[config.mk]
export PLATFORM = sky130hd
export DESIGN_NAME = sma_seq_flat
export DESIGN_NICKNAME = d
export VERILOG_FILES = /design/src/hdl/sma_pkg.sv /design/src/hdl/sma_if.sv /design/src/hdl/sma_seq.sv /design/src/flat_wrapper.sv
export SDC_FILE = /design/constraint.sdc
export NUM_CORES = 1
export LEC_CHECK = 0
export BUFFER_PORTS_ARGS = -buffer_cell sky130_fd_sc_hd__buf_2
export CAP_MARGIN = 20
export CORE_MARGIN = 3
export CORE_UTILIZATION = 45
export DETAILED_ROUTE_END_ITERATION = 12
export GPL_ROUTABILITY_DRIVEN = 1
export GPL_TIMING_DRIVEN = 0
export PLACE_DENSITY = 0.78
export SLEW_MARGIN = 20
export SYNTH_ARGS = -nofsm -noshare
export SYNTH_HDL_FRONTEND = slang
export SYNTH_SLANG_ARGS = --single-unit
export TNS_END_PERCENT = 50
[constraint.sdc]
create_clock -name clk -period 4.6 [get_ports clk]
set_clock_uncertainty 0.15 [all_clocks]
set_input_delay 0.23 -clock clk [delete_from_list [all_inputs] [get_ports clk]]
set_output_delay 0.23 -clock clk [all_outputs]
set_load 0.1 [all_outputs]
[src/hdl/sma_pkg.sv]
// ----------------------------------------------------------------------------
// sma_pkg: shared types and constants of the stack machine ALU
// Opcodes, microcode word layout, control and flag bundles, microcode table.
// ----------------------------------------------------------------------------
package sma_pkg;

	localparam int DEPTH     = 1024;
	localparam int ADDR_W    = $clog2(DEPTH);
	localparam int COUNT_W   = 11;
	localparam int WORD_W    = 32;
	localparam int CMD_W     = 4;
	localparam int STATUS_W  = 2;
	localparam int DIV_STEPS = WORD_W;
	localparam int DIV_CNT_W = $clog2(DIV_STEPS);
	localparam int PC_W      = 5;

	typedef logic [WORD_W-1:0]  word_t;
	typedef logic [COUNT_W-1:0] count_t;
	typedef logic [ADDR_W-1:0]  addr_t;
	typedef logic [PC_W-1:0]    pc_t;

	typedef enum logic [CMD_W-1:0] {
		OP_CONST = 4'd0,
		OP_ADD   = 4'd1,
		OP_SUB   = 4'd2,
		OP_MUL   = 4'd3,
		OP_DIV   = 4'd4,
		OP_MAX   = 4'd5,
		OP_MIN   = 4'd6,
		OP_NEG   = 4'd7,
		OP_DUP   = 4'd8,
		OP_SWAP  = 4'd9,
		OP_END   = 4'd10
	} op_t;

	typedef enum logic [STATUS_W-1:0] {
		ST_OK    = 2'd0,
		ST_UNDER = 2'd1,
		ST_OVER  = 2'd2,
		ST_DIV0  = 2'd3
	} status_t;

	typedef enum logic {
		ST_IDLE,
		ST_RUN
	} state_t;

	// Write address select: the spill slot of the top, or the entry below it.
	typedef enum logic {
		WSEL_N1,
		WSEL_N2
	} wsel_t;

	typedef enum logic [2:0] {
		TSEL_KEEP,
		TSEL_IMM,
		TSEL_ALU,
		TSEL_RD,
		TSEL_NEG,
		TSEL_DIV
	} tsel_t;

	typedef enum logic [1:0] {
		CNT_KEEP,
		CNT_INC,
		CNT_DEC
	} cop_t;

	typedef enum logic [1:0] {
		BR_NEXT,
		BR_DONE,
		BR_WAIT,
		BR_ZERO
	} br_t;

	typedef struct packed {
		logic    rd;
		logic    wr;
		wsel_t   wsel;
		tsel_t   tsel;
		cop_t    cop;
		logic    div_go;
		br_t     br;
		pc_t     target;
		status_t status;
	} uword_t;

	typedef struct packed {
		logic    rd;
		logic    wr;
		wsel_t   wsel;
		tsel_t   tsel;
		cop_t    cop;
		logic    div_go;
		logic    emit;
		status_t status;
		logic    is_end;
		op_t     op;
		word_t   imm;
	} ctrl_t;

	typedef struct packed {
		logic empty;
		logic lt2;
		logic full;
		logic rd_zero;
		logic div_done;
		logic out_busy;
	} flags_t;

	// Microcode addresses.
	localparam pc_t PC_OK       = 5'd0;
	localparam pc_t PC_UNDER    = 5'd1;
	localparam pc_t PC_OVER     = 5'd2;
	localparam pc_t PC_CONST    = 5'd3;
	localparam pc_t PC_BIN_RD   = 5'd4;
	localparam pc_t PC_BIN_EX   = 5'd5;
	localparam pc_t PC_DIV_RD   = 5'd6;
	localparam pc_t PC_DIV_CHK  = 5'd7;
	localparam pc_t PC_DIV_GO   = 5'd8;
	localparam pc_t PC_DIV_WAIT = 5'd9;
	localparam pc_t PC_DIV_WB   = 5'd10;
	localparam pc_t PC_DIV0     = 5'd11;
	localparam pc_t PC_NEG      = 5'd12;
	localparam pc_t PC_DUP      = 5'd13;
	localparam pc_t PC_SWAP_RD  = 5'd14;
	localparam pc_t PC_SWAP_WB  = 5'd15;
	localparam pc_t PC_END_RD   = 5'd16;
	localparam pc_t PC_END_WB   = 5'd17;

	function automatic uword_t uw(
		input logic    rd,
		input logic    wr,
		input wsel_t   wsel,
		input tsel_t   tsel,
		input cop_t    cop,
		input logic    div_go,
		input br_t     br,
		input pc_t     target,
		input status_t status
	);
		uword_t w;
		w.rd     = rd;
		w.wr     = wr;
		w.wsel   = wsel;
		w.tsel   = tsel;
		w.cop    = cop;
		w.div_go = div_go;
		w.br     = br;
		w.target = target;
		w.status = status;
		return w;
	endfunction

	// Microcode table. The top of stack lives in a register; the memory holds
	// the entries below it, so a push spills the old top and a pop refills it.
	function automatic uword_t sma_rom(input pc_t pc);
		uword_t w;
		unique case (pc)
			PC_OK:       w = uw(1'b0, 1'b0, WSEL_N1, TSEL_KEEP, CNT_KEEP, 1'b0, BR_DONE,
						PC_OK, ST_OK);
			PC_UNDER:    w = uw(1'b0, 1'b0, WSEL_N1, TSEL_KEEP, CNT_KEEP, 1'b0, BR_DONE,
						PC_OK, ST_UNDER);
			PC_OVER:     w = uw(1'b0, 1'b0, WSEL_N1, TSEL_KEEP, CNT_KEEP, 1'b0, BR_DONE,
						PC_OK, ST_OVER);
			PC_CONST:    w = uw(1'b0, 1'b1, WSEL_N1, TSEL_IMM, CNT_INC, 1'b0, BR_DONE,
						PC_OK, ST_OK);
			PC_BIN_RD:   w = uw(1'b1, 1'b0, WSEL_N1, TSEL_KEEP, CNT_KEEP, 1'b0, BR_NEXT,
						PC_OK, ST_OK);
			PC_BIN_EX:   w = uw(1'b0, 1'b0, WSEL_N1, TSEL_ALU, CNT_DEC, 1'b0, BR_DONE,
						PC_OK, ST_OK);
			PC_DIV_RD:   w = uw(1'b1, 1'b0, WSEL_N1, TSEL_KEEP, CNT_KEEP, 1'b0, BR_NEXT,
						PC_OK, ST_OK);
			PC_DIV_CHK:  w = uw(1'b0, 1'b0, WSEL_N1, TSEL_KEEP, CNT_KEEP, 1'b0, BR_ZERO,
						PC_DIV0, ST_OK);
			PC_DIV_GO:   w = uw(1'b0, 1'b0, WSEL_N1, TSEL_KEEP, CNT_KEEP, 1'b1, BR_NEXT,
						PC_OK, ST_OK);
			PC_DIV_WAIT: w = uw(1'b0, 1'b0, WSEL_N1, TSEL_KEEP, CNT_KEEP, 1'b0, BR_WAIT,
						PC_OK, ST_OK);
			PC_DIV_WB:   w = uw(1'b0, 1'b0, WSEL_N1, TSEL_DIV, CNT_DEC, 1'b0, BR_DONE,
						PC_OK, ST_OK);
			PC_DIV0:     w = uw(1'b0, 1'b0, WSEL_N1, TSEL_KEEP, CNT_KEEP, 1'b0, BR_DONE,
						PC_OK, ST_DIV0);
			PC_NEG:      w = uw(1'b0, 1'b0, WSEL_N1, TSEL_NEG, CNT_KEEP, 1'b0, BR_DONE,
						PC_OK, ST_OK);
			PC_DUP:      w = uw(1'b0, 1'b1, WSEL_N1, TSEL_KEEP, CNT_INC, 1'b0, BR_DONE,
						PC_OK, ST_OK);
			PC_SWAP_RD:  w = uw(1'b1, 1'b0, WSEL_N1, TSEL_KEEP, CNT_KEEP, 1'b0, BR_NEXT,
						PC_OK, ST_OK);
			PC_SWAP_WB:  w = uw(1'b0, 1'b1, WSEL_N2, TSEL_RD, CNT_KEEP, 1'b0, BR_DONE,
						PC_OK, ST_OK);
			PC_END_RD:   w = uw(1'b1, 1'b0, WSEL_N1, TSEL_KEEP, CNT_KEEP, 1'b0, BR_NEXT,
						PC_OK, ST_OK);
			PC_END_WB:   w = uw(1'b0, 1'b0, WSEL_N1, TSEL_RD, CNT_DEC, 1'b0, BR_DONE,
						PC_OK, ST_OK);
			default:     w = uw(1'b0, 1'b0, WSEL_N1, TSEL_KEEP, CNT_KEEP, 1'b0, BR_DONE,
						PC_OK, ST_OK);
		endcase
		return w;
	endfunction

endpackage

[src/hdl/sma_if.sv]
// ----------------------------------------------------------------------------
// sma_if: instruction and result channels of the stack machine ALU
// Valid/ready channels; a transfer happens when valid and ready are both high.
// ----------------------------------------------------------------------------
interface sma_req_if;
	logic                        valid;
	logic                        ready;
	logic [sma_pkg::CMD_W-1:0]   cmd;
	logic signed [sma_pkg::WORD_W-1:0] immediate;

	modport source(output valid, output cmd, output immediate, input ready);
	modport sink(input valid, input cmd, input immediate, output ready);
endinterface


[src/hdl/sma_seq.sv]
// ----------------------------------------------------------------------------
// sma_seq: microcode sequencer
// Takes one instruction, dispatches to its routine and steps the program.
// ----------------------------------------------------------------------------
module sma_seq (
	input  logic             clk,
	input  logic             arst_n,
	sma_req_if.sink          req,
	input  sma_pkg::flags_t  flags,
	output sma_pkg::ctrl_t   ctrl
);

	sma_pkg::state_t state_q, state_d;
	sma_pkg::pc_t    pc_q, pc_d;
	sma_pkg::pc_t    entry;
	sma_pkg::op_t    op_q;
	sma_pkg::word_t  imm_q;
	sma_pkg::uword_t w;
	logic            accept;
	logic            run;
	logic            stall;
	logic            en;

	assign w      = sma_pkg::sma_rom(pc_q);
	assign accept = req.valid && req.ready;
	assign run    = (state_q == sma_pkg::ST_RUN);
	// A finishing step waits while the previous result still sits in the output.
	assign stall  = (w.br == sma_pkg::BR_DONE) && flags.out_busy;
	assign en     = run && !stall;

	// Entry point; stack depth checks happen here so the routines stay short.
	always_comb begin
		unique case (sma_pkg::op_t'(req.cmd))
			sma_pkg::OP_CONST: entry = flags.full ? sma_pkg::PC_OVER : sma_pkg::PC_CONST;
			sma_pkg::OP_ADD, sma_pkg::OP_SUB, sma_pkg::OP_MUL, sma_pkg::OP_MAX,
			sma_pkg::OP_MIN:   entry = flags.lt2 ? sma_pkg::PC_UNDER : sma_pkg::PC_BIN_RD;
			sma_pkg::OP_DIV:   entry = flags.lt2 ? sma_pkg::PC_UNDER : sma_pkg::PC_DIV_RD;
			sma_pkg::OP_NEG:   entry = flags.empty ? sma_pkg::PC_UNDER : sma_pkg::PC_NEG;
			sma_pkg::OP_DUP: begin
				if (flags.empty) begin
					entry = sma_pkg::PC_UNDER;
				end else if (flags.full) begin
					entry = sma_pkg::PC_OVER;
				end else begin
					entry = sma_pkg::PC_DUP;
				end
			end
			sma_pkg::OP_SWAP:  entry = flags.lt2 ? sma_pkg::PC_UNDER : sma_pkg::PC_SWAP_RD;
			sma_pkg::OP_END:   entry = flags.empty ? sma_pkg::PC_UNDER : sma_pkg::PC_END_RD;
			default:           entry = sma_pkg::PC_OK;
		endcase
	end

	// Next state and program counter.
	always_comb begin
		state_d = state_q;
		pc_d    = pc_q;
		unique case (state_q)
			sma_pkg::ST_IDLE: begin
				if (accept) begin
					state_d = sma_pkg::ST_RUN;
					pc_d    = entry;
				end
			end
			sma_pkg::ST_RUN: begin
				if (en) begin
					unique case (w.br)
						sma_pkg::BR_NEXT: pc_d = pc_q + 1'b1;
						sma_pkg::BR_DONE: state_d = sma_pkg::ST_IDLE;
						sma_pkg::BR_WAIT: pc_d = flags.div_done ? pc_q + 1'b1 : pc_q;
						sma_pkg::BR_ZERO: pc_d = flags.rd_zero ? w.target : pc_q + 1'b1;
						default:          pc_d = pc_q;
					endcase
				end
			end
			default: state_d = sma_pkg::ST_IDLE;
		endcase
	end

	// Outputs.
	always_comb begin
		req.ready   = (state_q == sma_pkg::ST_IDLE);
		ctrl.rd     = en && w.rd;
		ctrl.wr     = en && w.wr;
		ctrl.wsel   = w.wsel;
		ctrl.tsel   = en ? w.tsel : sma_pkg::TSEL_KEEP;
		ctrl.cop    = en ? w.cop : sma_pkg::CNT_KEEP;
		ctrl.div_go = en && w.div_go;
		ctrl.emit   = en && (w.br == sma_pkg::BR_DONE);
		ctrl.status = w.status;
		ctrl.is_end = (op_q == sma_pkg::OP_END);
		ctrl.op     = op_q;
		ctrl.imm    = imm_q;
	end

	always_ff @(posedge clk or negedge arst_n) begin
		if (!arst_n) begin
			state_q <= sma_pkg::ST_IDLE;
			pc_q    <= sma_pkg::PC_OK;
		end else begin
			state_q <= state_d;
			pc_q    <= pc_d;
		end
	end

	always_ff @(posedge clk) begin
		if (accept) begin
			op_q  <= sma_pkg::op_t'(req.cmd);
			imm_q <= req.immediate;
		end
	end

endmodule

[src/flat_wrapper.sv]
// flat-port wrapper written by rule: the top's interface ports become plain ports
module sma_seq_flat 
  (clk, arst_n, flags, ctrl, req_valid, req_cmd, req_immediate, req_ready);
  sma_req_if req_i ();
  input  logic clk;
  input  logic arst_n;
  input  sma_pkg::flags_t flags;
  output sma_pkg::ctrl_t ctrl;
  input wire logic [$bits(req_i.valid)-1:0] req_valid;
  input wire logic [$bits(req_i.cmd)-1:0] req_cmd;
  input wire logic [$bits(req_i.immediate)-1:0] req_immediate;
  output wire logic [$bits(req_i.ready)-1:0] req_ready;
  assign req_i.valid = req_valid;
  assign req_i.cmd = req_cmd;
  assign req_i.immediate = req_immediate;
  assign req_ready = req_i.ready;
  sma_seq u_core (.clk(clk), .arst_n(arst_n), .req(req_i), .flags(flags), .ctrl(ctrl));
endmodule
Word-level counts from Yosys, hierarchy flattened
Memory sizes are Yosys's and may differ from the RTL's.
Cells that the tools add are included.
- muxes and demuxes: 21
- bitwise operators: 1
- reduce and logical (&&, ||, !) cells: 12
- equal/unequal tests: 18
- $add $sub $neg: 1
- operator list (operator ; number):
    one-hot mux 5 bit (7 select lines) ; 1
    2-to-1 mux 5 bit ; 6
    equality test 4 x 3 -> 1 bit, second input constant ; 4
    equality test 4 bit, second input constant ; 4
    one-hot mux 5 bit (3 select lines) ; 1
    2-to-1 mux 4 bit ; 3
    one-hot mux 5 bit (2 select lines) ; 1
    2-to-1 mux 3 bit ; 3
    equality test 4 x 2 -> 1 bit, second input constant ; 2
    logical AND 1 bit ; 7
    adder 5 x 1 -> 5 bit, second input constant ; 1
    OR reduction 5 bit ; 1
    equality test 2 bit, second input constant ; 2
    equality test 4 x 1 -> 1 bit, second input constant ; 1
    logical NOT 4 bit ; 1
    2-to-1 mux 1 bit ; 4
    != test 2 bit, second input constant ; 2
    != test 4 bit, second input constant ; 1
    AND reduction 4 bit ; 1
    != test 3 bit, second input constant ; 1
    equality test 2 x 1 -> 1 bit, second input constant ; 1
    logical NOT 2 bit ; 1
    2-to-1 mux 2 bit ; 1
    one-hot mux 1 bit (2 select lines) ; 1
    2 further kinds ; 2
- bits in registers: 42
- word-level logic and storage cells: 58
- output and inout port bits: 50
- memory bits (read-only): 512
- input bits: 45
- memories: 1
- memories (memory ; depth ; width ; read ports ; clocked after Yosys merged registers in ; wr ports ; line ; RTL):
    (no name shown) ; 32 ; 16 ; 1 ; 0 ; 0 ; sma_pkg.sv:159 ; unique case (pc)

Depth between registers and ports, before layout
An unclocked memory read counts as a cell.
- depth in word-level cells: 7
- gate-level depth with buffers: 8

Worst setup path after synthesis
Ideal clock, no wire load.
- path type: reg2reg
- start point: reg u_core.state_q, in the netlist u_core.run
- end point: reg u_core.state_q, in the netlist u_core.run
- clock period less this slack: 4.688 ns
- path buffers: 1
- setup slack: -0.088 ns
- cell stages (with the launch flop): 5
- required time: 4.175 ns
- data arrival time: 4.263 ns
- library setup time: 0.275 ns
- cell sequence: dfrtp_1 -> clkbuf_1 -> inv_1 -> nor4_1 -> nor2_1
- word-level cells in the longest chain between the ends: 4
- elaborated cells between the ends (all ways): 6
- RTL lines (what ; line ; RTL):
    from (decl) ; sma_seq.sv:13 ; sma_pkg::state_t state_q, state_d;
    from (signal assigned) ; sma_seq.sv:98 ; state_q <= sma_pkg::ST_IDLE;
    from (signal assigned) ; sma_seq.sv:101 ; state_q <= state_d;
    inverter 1 bit (*) ; sma_seq.sv:82 ; req.ready = (state_q == sma_pkg::ST_IDLE);
    net req_ready ; flat_wrapper.sv:12 ; output wire logic [$bits(req_i.ready)-1:0] req_ready;
    logical AND 1 bit ; sma_seq.sv:25 ; assign accept = req.valid && req.ready;
    2-to-1 mux 1 bit ; sma_seq.sv:60 ; if (accept) begin
    one-hot mux 1 bit (2 select lines) (*) ; sma_seq.sv:58 ; unique case (state_q)
    net u_core.state_d ; sma_seq.sv:13 ;
The timed path passes the listed nets; every way through them passes the cells marked *.
A chain may end at the register's enable or synchronous reset.

==> results.yml <==
setup_path:
  start_kind: "register"
  critical_path.max_fanout: 8
  required_ns: 4.22
  end_kind: "output port"
  cp.arrival_ns: 2.67
  path_class: "register to output port"
global_routing:
  grt_first_pass_wirelength_mm: 8.88
  grt_pass1_vias: 1838
  grt_use_total: 0.220
  grt-ovfl-total: 0
  antenna_found_initial: 0
  grt_max_degree: 31
cts:
  cts_max_level: 2
  clk_path_buf_depth: 2
  cts_sinks: 42
  cts_tree: "yes"
  post_cts_buffers: 0
  cts-hold-fix-buffers: 37
  clock_latency_ns: 0.29
  root_buffer: "clkbuf_8"
  numCtsBuffers: 5
  cts-resized-gates: 0
  path_clk_slew_ns: 0.08
synthesis:
  synth_commonest_cells: "36 x edfxtp_1, 10 x nand2_1, 9 x nor2_1"
  synth_seq_cells: 42
  synth_area_um2: 2050
  synth_area_per_cell_um2: 12.5
  yosysMostFrequentCell: "edfxtp_1"
  yosys_warnings: 0
  yosys.area.top_type: "edfxtp_1"
  synth_flop_cell: "edfxtp_1"
  synth_area_leaders: "edfxtp_1 53%, dfrtp_1 7.3%, ha_1 3.7%"
  synth_top_area_share: 0.527
  synth.distinct_cells: 53
  synth_edf_count: 36
  synth_nets: 215
  async_reset_ff_frac: 0.143
  netlist_instances: 164
  ys_seq_area_frac: 0.601
place:
  gp_congestion: 0.800
  dp_hpwl_mm: 3.78
  dp.cells: 309
  portBuffers: 94
routing:
  wl_met3_um: 331
  drt-met1-wl_mm: 2.24
  drtIter0Drc: 116
  wire_per_inst_um: 16.3
  wirelength_mm: 5.77
  met2_length_mm: 3.13
  viasPerCell: 5.25
  ant_nets: 0
  firstDrtPassIters: 4
  post-route-drc-count: 0
  maxUsedRoutingLayer: "met4"
  vias: 1860
sta:
  finalSetupViolCount: 0
  clock.fmax_mhz: 327
  slew_headroom: 0.644
  fin_crit_sh: 0.664
  tightest_slew_ns: 0.529
  final-hold-violation-count: 0
  min_period_ns: 3.05
  tns_ns: 0
  final_max_slew_viol_count: 0
  rsz0062_at_grt: "no"
floorplanning:
  die_x_um: 73.5
  die_h_um: 73.5
  io_pins: 95
  core_um2: 4200
  start_util: 0.488
  num_rows: 23
  die-area_um2: 5400
min_path:
  min_path_type: "input port to register"
final_layout:
  area_growth_pct: 51.2
  fillers: 289
  antenna_cells: 0
  nets: 354
  fin_cells: 354
  drive_above_1_share: 0.385
run:
  cap_violations: 0
power_and_ir_drop:
  powerDensity_nw_per_um2: 663
  peakVddDrop_uv: 241
  power_leakage_nw: 1.36
status:
  run_status: "complete, no violations"
[cell usage in the layout, fill, tap and decap left out, types with 3 or more instances in the layout]
cell type	count
edfxtp_1	36
inv_1	7
clkbuf_8	5
a21oi_1	7
nor3_1	5
mux2_4	3
dfrtp_1	6
nand3_1	8
dlygate4sd3_1	37
nand2_1	10
nand2b_1	4
clkbuf_1	7
ha_1	6
buf_2	94
o22ai_1	3
nor2_1	9
[path summary, 6_finish.rpt]
path	startpoint	endpoint	slack (ns)	cells after the start
min in group asynchronous	arst_n	u_core.pc_q[2]	0.16	2
max in group asynchronous	arst_n	u_core.run	3.98	2
min reg2reg	u_core.pc_q[1]	u_core.pc_q[1]	0.52	1
min	req_valid	u_core.run	0.07	3
max	u_core.pc_q[0]	ctrl[47]	1.55	8
max reg2reg	u_core.pc_q[0]	u_core.pc_q[2]	2.04	8
[sequential cells by signal (all words and copies together), names as in the netlist]
name          count
u_core.pc_q       5
u_core.imm_q     32
u_core.op_q       4
u_core.run        1
[report_power, final]
part           internal, mW  switching [mW]
Clock                 0.163           0.128
Combinational         0.296           0.921
Sequential            0.503          0.0455
[critical path, cell delays in order (launching register included)]
cell,delay (ns)
dfrtp_1,0.51
ha_1,0.29
ha_1,0.19
nand2b_1,0.08
a21oi_2,0.28
o41ai_2,0.18
or2_1,0.29
a21oi_1,0.12
buf_2,0.44
[cells by family (layout without fill, tap and decap cells)]
family / Yosys count / after routing / synth area share
adder cells (fa/ha/maj): 6 / 6 / 0.0366
XOR/XNOR: 1 / 1 / 0.00427
AND/OR/NAND/NOR: 56 / 56 / 0.151
AO/OA/AOI/OAI: 36 / 36 / 0.134
flip-flops: 42 / 42 / 0.601
multiplexers: 5 / 5 / 0.0324
buffers and inverters: 18 / 158 / 0.0403
[routing by layer]
layer / up-vias / global-route usage
met4: 0 / 0.0744
met1: 882 / 0.245
li1: 898 / -
met2: 73 / 0.413
met3: 7 / 0.0383
met5: - / 0
[layout make-up]
cell class	count	area, µm²	area share
tap	50	62.6	0.0202
sequential	42	1230	0.397
timing repair buffer	132	861	0.278
inverter	8	30.0	0.00969
clock buffer	5	68.8	0.0222
buffer	10	52.6	0.0170
clock inverter	3	43.8	0.0141
multi-input combinational	104	749	0.242
[stage by stage]
stage	instance area (µm²)	power, mW	hold WS (ns)	setup slack [ns]	utilization
2_1_floorplan	2060	1.54	-0.216	0.282	-
3_3_place_gp	2590	1.72	-0.0845	0.758	0.616
3_5_place_dp	2620	1.74	-0.0806	1.89	0.623
4_1_cts	3100	2.05	0.0594	1.56	0.738
5_1_grt	3100	2.15	0.0596	1.36	0.738
6_report	3100	2.06	0.0721	1.55	0.738
(Power assumes the default switching activity.)
